===== src/hw/rtl/escd_pkg.sv =====
// Shared constants, widths and the month start table of the seconds-to-date converter.
package escd_pkg;

   // Field widths of the two channels.
   localparam int unsigned EPOCH_W  = 32;
   localparam int unsigned SEC_W    = 6;
   localparam int unsigned MIN_W    = 6;
   localparam int unsigned HOUR_W   = 5;
   localparam int unsigned DAY_W    = 5;
   localparam int unsigned MONTH_W  = 4;
   localparam int unsigned YEAR_W   = 8;

   // Divisors of the conversion.
   localparam int unsigned SECS_PER_MIN  = 60;
   localparam int unsigned SECS_PER_HOUR = 3600;
   localparam int unsigned SECS_PER_DAY  = 86400;
   localparam int unsigned CYCLE_DAYS    = 365 * 4 + 1;

   // Widths of the intermediate values, sized from the divisors.
   localparam int unsigned DAYS_W      = EPOCH_W + 1 - $clog2(SECS_PER_DAY);
   localparam int unsigned SOD_W       = $clog2(SECS_PER_DAY);
   localparam int unsigned SOH_W       = $clog2(SECS_PER_HOUR);
   localparam int unsigned CYCLE_IDX_W = DAYS_W + 1 - $clog2(CYCLE_DAYS);
   localparam int unsigned DIC_W       = $clog2(CYCLE_DAYS);
   localparam int unsigned HOUR_Q_W    = SOD_W + 1 - $clog2(SECS_PER_HOUR);
   localparam int unsigned MIN_Q_W     = SOH_W + 1 - $clog2(SECS_PER_MIN);
   localparam int unsigned YEAR_IDX_W  = 2;
   localparam int unsigned YEARS_PER_CYCLE = 4;
   localparam int unsigned MONTHS      = 12;
   localparam int unsigned MONTH_IDX_W = 4;

   // Register stages from an accepted beat to its result.
   localparam int unsigned PIPE_DEPTH = 6;

   // First day of each month, counted from the start of the four-year cycle.
   // The first year of every cycle is a leap year.
   localparam logic [DIC_W-1:0] MONTH_START [YEARS_PER_CYCLE][MONTHS] = '{
      '{11'd0,    11'd31,   11'd60,   11'd91,   11'd121,  11'd152,
        11'd182,  11'd213,  11'd244,  11'd274,  11'd305,  11'd335},
      '{11'd366,  11'd397,  11'd425,  11'd456,  11'd486,  11'd517,
        11'd547,  11'd578,  11'd609,  11'd639,  11'd670,  11'd700},
      '{11'd731,  11'd762,  11'd790,  11'd821,  11'd851,  11'd882,
        11'd912,  11'd943,  11'd974,  11'd1004, 11'd1035, 11'd1065},
      '{11'd1096, 11'd1127, 11'd1155, 11'd1186, 11'd1216, 11'd1247,
        11'd1277, 11'd1308, 11'd1339, 11'd1369, 11'd1400, 11'd1430}
   };

endpackage


===== src/hw/rtl/escd_cdiv.sv =====
// Two-stage divider by a constant: reciprocal multiply, then one correction step.
module escd_cdiv #(
   parameter int unsigned IN_W = 32,
   parameter int unsigned DIV  = 60,
   parameter int unsigned Q_W  = IN_W + 1 - $clog2(DIV),
   parameter int unsigned R_W  = $clog2(DIV)
) (
   input  logic            clock,
   input  logic [IN_W-1:0] dividend,
   output logic [Q_W-1:0]  quotient,
   output logic [R_W-1:0]  remainder
);

   // The scaled reciprocal underestimates the quotient by at most one.
   localparam longint unsigned MULT = (64'd1 << IN_W) / DIV;
   localparam logic [Q_W-1:0]  MULT_V = Q_W'(MULT);
   localparam logic [IN_W-1:0] DIV_V  = IN_W'(DIV);
   localparam logic [R_W:0]    DIV_R  = (R_W + 1)'(DIV);

   logic [IN_W+Q_W-1:0] product;
   logic [Q_W-1:0]      q_est_in, q_est_ff;
   logic [IN_W-1:0]     num_ff;
   logic [IN_W-1:0]     back_prod;
   logic [IN_W-1:0]     rem_wide;
   logic [R_W:0]        rem_est;
   logic [Q_W-1:0]      quotient_in, quotient_ff;
   logic [R_W-1:0]      remainder_in, remainder_ff;

   assign product  = (IN_W + Q_W)'(dividend) * (IN_W + Q_W)'(MULT_V);
   assign q_est_in = product[IN_W+Q_W-1:IN_W];

   always_ff @(posedge clock) begin
      q_est_ff <= q_est_in;
      num_ff   <= dividend;
   end

   assign back_prod = IN_W'(IN_W'(q_est_ff) * DIV_V);
   assign rem_wide  = num_ff - back_prod;
   assign rem_est   = rem_wide[R_W:0];

   always_comb begin
      if (rem_est >= DIV_R) begin
         quotient_in  = q_est_ff + Q_W'(1);
         remainder_in = R_W'(rem_est - DIV_R);
      end else begin
         quotient_in  = q_est_ff;
         remainder_in = rem_est[R_W-1:0];
      end
   end

   always_ff @(posedge clock) begin
      quotient_ff  <= quotient_in;
      remainder_ff <= remainder_in;
   end

   assign quotient  = quotient_ff;
   assign remainder = remainder_ff;

endmodule


===== src/hw/rtl/escd_calendar.sv =====
// Two-stage lookup of year, month and day of month from the day within a four-year cycle.
module escd_calendar (
   input  logic                              clock,
   input  logic [escd_pkg::CYCLE_IDX_W-1:0]  cycle_idx,
   input  logic [escd_pkg::DIC_W-1:0]        day_in_cycle,
   output logic [escd_pkg::DAY_W-1:0]        day_of_month,
   output logic [escd_pkg::MONTH_W-1:0]      month_of_year,
   output logic [escd_pkg::YEAR_W-1:0]       year_offset
);
   import escd_pkg::*;

   logic [YEAR_IDX_W-1:0]  year_idx_in, year_idx_ff;
   logic [DIC_W-1:0]       dic_ff;
   logic [CYCLE_IDX_W-1:0] cycle_ff;
   logic [MONTH_IDX_W-1:0] month_idx;
   logic [DAY_W-1:0]       day_in, day_ff;
   logic [MONTH_W-1:0]     month_in, month_ff;
   logic [YEAR_W-1:0]      year_in, year_ff;

   // Year within the cycle: count the later years whose first day is reached.
   always_comb begin
      year_idx_in = '0;
      for (int k = 1; k < YEARS_PER_CYCLE; k++) begin
         year_idx_in = year_idx_in + YEAR_IDX_W'(day_in_cycle >= MONTH_START[k][0]);
      end
   end

   always_ff @(posedge clock) begin
      year_idx_ff <= year_idx_in;
      dic_ff      <= day_in_cycle;
      cycle_ff    <= cycle_idx;
   end

   // Month: the row is ascending, so the number of later months reached is the index.
   always_comb begin
      month_idx = '0;
      for (int j = 1; j < MONTHS; j++) begin
         month_idx = month_idx + MONTH_IDX_W'(dic_ff >= MONTH_START[year_idx_ff][j]);
      end
      day_in   = DAY_W'(dic_ff - MONTH_START[year_idx_ff][month_idx] + DIC_W'(1));
      month_in = MONTH_W'(month_idx + MONTH_IDX_W'(1));
      year_in  = YEAR_W'({cycle_ff, year_idx_ff});
   end

   always_ff @(posedge clock) begin
      day_ff   <= day_in;
      month_ff <= month_in;
      year_ff  <= year_in;
   end

   assign day_of_month  = day_ff;
   assign month_of_year = month_ff;
   assign year_offset   = year_ff;

endmodule


===== src/hw/rtl/epoch_seconds_to_calendar_date.sv =====
// Top level of the converter from seconds since 2000 to calendar date and time of day.
// Pipeline: six register stages from an accepted beat to its result.
// Throughput: one beat per cycle; busy is always low since the receiver cannot stall.
// The rate is set by the six-stage pipeline, in which every stage takes a new beat each cycle.
// Reset (synchronous, active high) clears the valid bits only; no beat is in flight after it.
module epoch_seconds_to_calendar_date (
   input  logic                               clock,
   input  logic                               reset,
   input  logic                               start,
   output logic                               busy,
   input  logic [escd_pkg::EPOCH_W-1:0]       req_epoch_seconds,
   output logic                               rsp_strobe,
   output logic [escd_pkg::SEC_W-1:0]         rsp_second_of_minute,
   output logic [escd_pkg::MIN_W-1:0]         rsp_minute_of_hour,
   output logic [escd_pkg::HOUR_W-1:0]        rsp_hour_of_day,
   output logic [escd_pkg::DAY_W-1:0]         rsp_day_of_month,
   output logic [escd_pkg::MONTH_W-1:0]       rsp_month_of_year,
   output logic [escd_pkg::YEAR_W-1:0]        rsp_year_offset
);
   import escd_pkg::*;

   // Stage plan:
   //   stages 1-2: split the timestamp into whole days and seconds of the day.
   //   stages 3-4: split days into four-year cycles and day within the cycle, and
   //               seconds of the day into hour and seconds of the hour, side by side.
   //   stages 5-6: split seconds of the hour into minute and second, while the
   //               calendar unit finds year, month and day of month.
   // Every divider works by a constant reciprocal multiply followed by a single
   // compare-and-subtract correction, so each divider puts only one multiplier
   // by a constant into each of its two stages.

   logic [PIPE_DEPTH-1:0]  valid_in, valid_ff;

   logic [DAYS_W-1:0]      days;
   logic [SOD_W-1:0]       sec_of_day;
   logic [CYCLE_IDX_W-1:0] cycle_idx;
   logic [DIC_W-1:0]       day_in_cycle;
   logic [HOUR_Q_W-1:0]    hour_q;
   logic [SOH_W-1:0]       sec_of_hour;
   logic [MIN_Q_W-1:0]     minute_q;
   logic [SEC_W-1:0]       second;

   logic [HOUR_W-1:0]      hour_d1_ff, hour_d2_ff;

   // The pipeline never stalls, so a new beat is taken whenever start is high.
   assign busy = 1'b0;

   // Valid bits travel alongside the data; only these need reset.
   assign valid_in = {valid_ff[PIPE_DEPTH-2:0], start};

   always_ff @(posedge clock) begin
      if (reset) begin
         valid_ff <= '0;
      end else begin
         valid_ff <= valid_in;
      end
   end

   escd_cdiv #(
      .IN_W (EPOCH_W),
      .DIV  (SECS_PER_DAY)
   ) u_day_div (
      .clock     (clock),
      .dividend  (req_epoch_seconds),
      .quotient  (days),
      .remainder (sec_of_day)
   );

   escd_cdiv #(
      .IN_W (DAYS_W),
      .DIV  (CYCLE_DAYS)
   ) u_cycle_div (
      .clock     (clock),
      .dividend  (days),
      .quotient  (cycle_idx),
      .remainder (day_in_cycle)
   );

   escd_cdiv #(
      .IN_W (SOD_W),
      .DIV  (SECS_PER_HOUR)
   ) u_hour_div (
      .clock     (clock),
      .dividend  (sec_of_day),
      .quotient  (hour_q),
      .remainder (sec_of_hour)
   );

   escd_cdiv #(
      .IN_W (SOH_W),
      .DIV  (SECS_PER_MIN)
   ) u_min_div (
      .clock     (clock),
      .dividend  (sec_of_hour),
      .quotient  (minute_q),
      .remainder (second)
   );

   escd_calendar u_calendar (
      .clock         (clock),
      .cycle_idx     (cycle_idx),
      .day_in_cycle  (day_in_cycle),
      .day_of_month  (rsp_day_of_month),
      .month_of_year (rsp_month_of_year),
      .year_offset   (rsp_year_offset)
   );

   // The hour is ready after stage four and waits two stages for the rest.
   always_ff @(posedge clock) begin
      hour_d1_ff <= hour_q[HOUR_W-1:0];
      hour_d2_ff <= hour_d1_ff;
   end

   assign rsp_strobe           = valid_ff[PIPE_DEPTH-1];
   assign rsp_second_of_minute = second;
   assign rsp_minute_of_hour   = minute_q[MIN_W-1:0];
   assign rsp_hour_of_day      = hour_d2_ff;

endmodule

===== config.mk =====
export PLATFORM = sky130hd
export DESIGN_NAME = epoch_seconds_to_calendar_date
export DESIGN_NICKNAME = d
export VERILOG_FILES = /design/src/hw/rtl/escd_pkg.sv /design/src/hw/rtl/escd_cdiv.sv /design/src/hw/rtl/escd_calendar.sv /design/src/hw/rtl/epoch_seconds_to_calendar_date.sv
export SDC_FILE = /design/constraint.sdc
export NUM_CORES = 1
export LEC_CHECK = 0
export BUFFER_PORTS_ARGS = -buffer_cell sky130_fd_sc_hd__buf_4
export CAP_MARGIN = 5
export CORE_UTILIZATION = 55
export DETAILED_ROUTE_END_ITERATION = 10
export GPL_TIMING_DRIVEN = 1
export PLACE_DENSITY = 0.68
export SLEW_MARGIN = 30
export SYNTH_ARGS = -nofsm -noshare
export SYNTH_HDL_FRONTEND = slang
export SYNTH_HIERARCHICAL = 1
export SYNTH_SLANG_ARGS = --single-unit

===== constraint.sdc =====
create_clock -name clock -period 9.61 [get_ports clock]
set_input_delay 0.4805 -clock clock [delete_from_list [all_inputs] [get_ports clock]]
set_output_delay 0.4805 -clock clock [all_outputs]
set_load 0.02 [all_outputs]

Word level (Yosys, flattened, before mapping)
Cells that the tools add are included.

cells by class
  add/sub/neg operators = 27
  multipliers = 8
  magnitude comparators = 20
  muxes and demuxes = 14
  bitwise logic cells = 2

operator list
  cell                                                   number
  binary-select mux 132 bit (select 2 bit)               1
  two-way mux 132 bit                                    2
  >= comparator 11 bit                                   11
  multiplier 32 x 15 -> 47 bit, second input constant    1
  binary-select mux 11 bit (select 4 bit)                1
  adder 4 x 1 -> 4 bit                                   9
  multiplier 17 x 4 -> 21 bit, second input constant     1
  multiplier 16 x 4 -> 20 bit, second input constant     1
  >= comparator 18 x 17 -> 1 bit, second input constant  1
  two-way mux 6 bit                                      3
  subtractor 18 bit                                      1
  multiplier 12 x 5 -> 17 bit, second input constant     1
  two-way mux 17 bit                                     1
  subtractor 17 bit, second input constant               1
  adder 16 x 1 -> 16 bit, second input constant          1
  multiplier 16 x 10 -> 11 bit, second input constant    1
  two-way mux 16 bit                                     1
  two-way mux 5 bit                                      3
  >= comparator 13 x 12 -> 1 bit, second input constant  1
  subtractor 13 bit                                      1
  adder 6 x 1 -> 6 bit, second input constant            2
  >= comparator 12 x 11 -> 1 bit, second input constant  1
  multiplier 6 x 11 -> 12 bit, second input constant     1
  two-way mux 12 bit                                     1
  other kinds (21)                                       23

word-level totals
  bits in registers = 216
  output and inout port bits = 36

Longest topological paths before layout
  depth in word-level cells = 21
  depth in mapped cells = 29
  mapped depth without buffers = 27

By module
The synthesis kept the hierarchy.

modules (own cells, without submodules)
  module                          instances  cells each  area each (um^2)  seq. area each (um^2)
  escd_cdiv (u_day_div)           1          990         10,194.8          1,341.3
  escd_cdiv (u_cycle_div)         1          436         3,956.3           700.7
  escd_calendar                   1          352         3,238.1           720.7
  escd_cdiv (u_hour_div)          1          206         2,219.6           740.7
  escd_cdiv (u_min_div)           1          135         1,458.9           540.5
  epoch_seconds_to_calendar_date  1          24          369.1             320.3

Worst setup path before layout
No wires, ideal clock.

  path type = reg2reg
  start point = reg u_calendar.year_idx_ff[1]
  end point = reg u_calendar.day_ff[4], in the netlist u_calendar/day_of_month[4]
  arrival = 7,204 ps
  setup slack = 2,334 ps
  stages on the path, launching flop included = 26
  path buffers = 1
  clock period less this slack = 7,276 ps
  cells stage by stage = dfxtp_1 -> inv_1 -> ha_1 -> or2_2 -> inv_1 -> ha_1 -> or2_2 -> a21oi_1 -> nor3_1 -> a221oi_1 -> fa_1 -> fa_1 -> fa_1 -> fa_1 -> fa_1 -> xor2_2 -> buf_2 -> mux4_2 -> nor2_1 -> a21oi_1 -> ha_1 -> ha_1 -> a21o_1 -> a21oi_1 -> xnor2_1 -> xnor2_1

on the way
  cells in the longest elaborated chain, start to end = 21

RTL lines
  item                                                       line                                      RTL
  from (decl)                                                escd_calendar.sv:12                       logic [YEAR_IDX_W-1:0] year_idx_in, year_idx_ff;
  from (signal assigned)                                     escd_calendar.sv:29                       year_idx_ff <= year_idx_in;
  inverter 2 -> 3 bit (implied by the code) *                escd_calendar.sv:38, escd_calendar.sv:40
  binary-select mux 132 bit (select 2 bit) *                 escd_calendar.sv:38, escd_calendar.sv:40
  two-way mux 132 bit (implied by the code) * (2 in series)  escd_calendar.sv:38                       month_idx = month_idx + MONTH_IDX_W'(dic_ff >= MONTH_START[year_idx_ff][j]);
  >= comparator 11 bit                                       escd_calendar.sv:38
  adder 1 x 1 -> 2 bit                                       escd_calendar.sv:38
  adder 4 x 1 -> 4 bit (9 in series)                         escd_calendar.sv:38
  inverter 4 -> 5 bit (implied by the code)                  escd_calendar.sv:40                       day_in = DAY_W'(dic_ff - MONTH_START[year_idx_ff][month_idx] + DIC_W'(1));
  binary-select mux 11 bit (select 4 bit) *                  escd_calendar.sv:40
  two-way mux 5 bit (implied by the code) * (2 in series)    escd_calendar.sv:40
  subtractor 5 bit *                                         escd_calendar.sv:40
  adder 5 x 1 -> 5 bit *                                     escd_calendar.sv:40
  net u_calendar.day_in[4]                                   escd_calendar.sv:16                       logic [DAY_W-1:0] day_in, day_ff;
  to (signal assigned)                                       escd_calendar.sv:46                       day_ff <= day_in;
  to (decl)                                                  escd_calendar.sv:16

The timed path passes the listed nets; every way through them passes the cells marked *. The select of a mux whose other input is x is not followed.
A chain may end at the register's enable or synchronous reset.

Final worst setup path
Ends and elaborated chain as after synthesis.

==> metrics.log <==
INFO  metric route.detailed.vias_per_inst = 5.37
INFO  metric dp_hpwl = 34,300 um
INFO  metric path_buf_inv = 3
INFO  metric floorplan.core_area = 37,900 um2
INFO  metric holdWs = 141 ps
INFO  metric grt-ovfl-total = 0
INFO  metric first_iter_violations = 553
INFO  metric reg2reg_capture_point = u_calendar/day_of_month[4]
INFO  metric non_filler_cells_in_the_finished_layout = 2,739
INFO  metric grt_first_pass_wirelength = 71,200 um
INFO  metric floorplan.initialDensity = 56.2%
INFO  metric route.detailed.drc = 0
INFO  metric diodes = 0
INFO  metric worstPathRequired = 10,070 ps
INFO  metric layout.area.seq = 4300 um2
INFO  metric finalMaxSlewViolations = 0
INFO  metric cell_count_after_synthesis = 2,133
INFO  metric yosys_warnings = 6
INFO  metric cpPeakStageDelay = 730 ps
INFO  metric timing.reg2reg.setup_slack = 1010 ps
INFO  metric layout.filler_cells = 3,258
INFO  metric grt_start_max_net_pins = 25
INFO  metric critical_path_peak_fanout = 18
INFO  metric holdPathEnd = u_day_div/num_ff[8]
INFO  metric dieWidth = 199 um
INFO  metric fp-row-count = 71
INFO  metric hp-class = in -> reg
INFO  metric groute.usage.overall = 22.0%
INFO  metric cts-hold-fix-buffers = 0
INFO  metric final_layout_size_suffix_gt1_share = 8.71%
INFO  metric post_cts_buffers = 0
INFO  metric hold_violations = 0
INFO  metric rsz0062_at_grt = no
INFO  metric max_cap_viol_count = 0
INFO  metric detail_route.first_pass.iterations = 4
INFO  metric gp_congestion = 0.878
INFO  metric worst_setup_path_start_kind = flip-flop
INFO  metric worst_path_most_repeated_cell = fa_1
INFO  metric hold_crit_start = req_epoch_seconds[8]
INFO  metric cpLargestDelayFamily = adder cells
INFO  metric post_cts_resized = 0
INFO  metric synth_area_per_cell = 10.0 um2
INFO  metric tritoncts = yes
INFO  metric whs_path_depth = 1
INFO  metric root_buffer = clkbuf_16
INFO  metric met3_wirelength = 1380 um
INFO  metric slew_headroom = 43.1%
INFO  metric post_layout_nets = 2,891
INFO  metric finalSetupViolations = 0
INFO  metric routedWlPerCell = 15.0 um
INFO  metric maximum_achievable_frequency = 116 MHz
INFO  metric max-clock-path-buffers = 3
INFO  metric io_pins = 71
INFO  metric multi_input_comb_area = 15,400 um2
INFO  metric crit_path_capture_type = flip-flop
INFO  metric drt-total-wl = 41,000 um
INFO  metric numClockSinks = 215
INFO  metric fp.dieH = 199 um
INFO  metric route.vias.total = 14,700
INFO  metric grt_pass1_vias = 15,100
INFO  metric met2_wirelength = 19,700 um
INFO  metric setup.worst_path.class = reg -> reg
INFO  metric run_status = complete, no violations
INFO  metric clkTransAtPathRegs = 60 ps
INFO  metric cts_made_buffers = 23
INFO  metric postRouteAntennaNets = 0
INFO  metric final_min_period_over_clock_period = 89.5%
INFO  metric port_buffers = 69
INFO  metric top_signal_layer_used = met4
INFO  metric worstPathArrival = 9050 ps
INFO  metric die_area = 39,600 um2
INFO  metric cts.htree.levels = 1
INFO  metric final.setup_skew = 12.6 ps
INFO  metric synthesized_netlist_net_count = 2,812
INFO  metric r2r.worst_path.cells = 26
INFO  metric layout_min_cycle_time = 8600 ps
INFO  metric clkLatencyLatePin = 520 ps
INFO  metric timing_worst_slew_pin_value = 853 ps
INFO  metric setup_tns = 0 ps
INFO  metric syn_to_final_growth = 8.70%
INFO  metric dp.cells = 2,698
INFO  metric critical-path-slowest-cell = ha_1
INFO  metric layout.core_utilization = 61.1%
INFO  metric detail_route.wirelength.met1 = 19,300 um
INFO  metric regToRegStartpoint = u_calendar/year_idx_ff[1]
INFO  metric mappedNetlistArea = 21,300 um2
INFO  metric grt_antenna_before_repair = 0
## registers in the layout, indices dropped and copies added (netlist names), 7 cells and up
| register | count |
|---|---|
| u_cycle_div/num_ff | 12 |
| u_day_div/quotient | 16 |
| u_cycle_div/remainder | 11 |
| u_calendar/dic_ff | 11 |
| u_min_div/num_ff | 7 |
| u_day_div/q_est_ff | 16 |
| u_hour_div/num_ff | 13 |
| u_day_div/remainder | 17 |
| u_hour_div/remainder | 12 |
| u_calendar/year_offset | 8 |
| u_day_div/num_ff | 18 |
## cell type report
| type | instances | share of cell area, % |
|---|---|---|
| clock inverter | 13 | 0.815 |
| clock buffer | 28 | 2.65 |
| multi-input combinational | 1507 | 66.5 |
| sequential | 215 | 18.6 |
| tap | 511 | 2.76 |
| inverter | 393 | 6.36 |
| timing repair buffer | 72 | 2.33 |
## metal layers
layer	up-vias	track usage, %
li1	7435	-
met1	6999	29.1
met2	241	38.9
met3	40	2.15
met4	0	4.47
met5	-	0
## worst max-delay path by stage
stage	start	endpoint	slack (ps)	cells past startpoint
6_report	u_calendar/year_idx_ff[1]	u_calendar/day_of_month[4]	1010	26
3_3_place_gp	u_calendar/year_idx_ff[1]	u_calendar/day_of_month[4]	1340	26
4_1_cts	u_calendar/year_idx_ff[1]	u_calendar/day_of_month[4]	1090	26
2_1_floorplan	u_calendar/year_idx_ff[1]	u_calendar/day_of_month[4]	2330	25
3_5_place_dp	u_calendar/year_idx_ff[1]	u_calendar/day_of_month[4]	1100	26
5_1_grt	u_calendar/year_idx_ff[1]	u_calendar/day_of_month[4]	490	26
## per-stage QoR
step / instance area, um2 / setup WS [ps]
6_report: 23200 / 1010
5_1_grt: 23200 / 492
4_1_cts: 23200 / 1090
3_5_place_dp: 22400 / 1100
3_3_place_gp: 22400 / 1340
2_1_floorplan: 21300 / 2330
## placed cells by master (no fill, tap or decap), types with 8 or more instances in the layout
| cell | n |
|---|---|
| dfxtp_1 | 215 |
| nand2_1 | 58 |
| buf_4 | 72 |
| a211oi_1 | 17 |
| a21oi_1 | 105 |
| o22ai_1 | 16 |
| clkbuf_16 | 23 |
| a31oi_1 | 11 |
| o211ai_1 | 13 |
| inv_1 | 391 |
| nand4_1 | 10 |
| nand3_1 | 38 |
| nor3b_1 | 11 |
| fa_1 | 180 |
| a21o_1 | 39 |
| xor2_1 | 46 |
| ha_1 | 464 |
| nand2b_1 | 25 |
| o21ai_1 | 8 |
| nor2_1 | 64 |
| nor3_1 | 31 |
| xnor2_1 | 71 |
| and3_1 | 12 |
| o21ai_0 | 43 |
| o21a_1 | 17 |
| or3_1 | 13 |
| or2_2 | 14 |
| nor2b_1 | 22 |
Power is left out: the tool's default activity adds up to more than one toggle a clock period on the data nets, which glitch-free logic cannot reach.
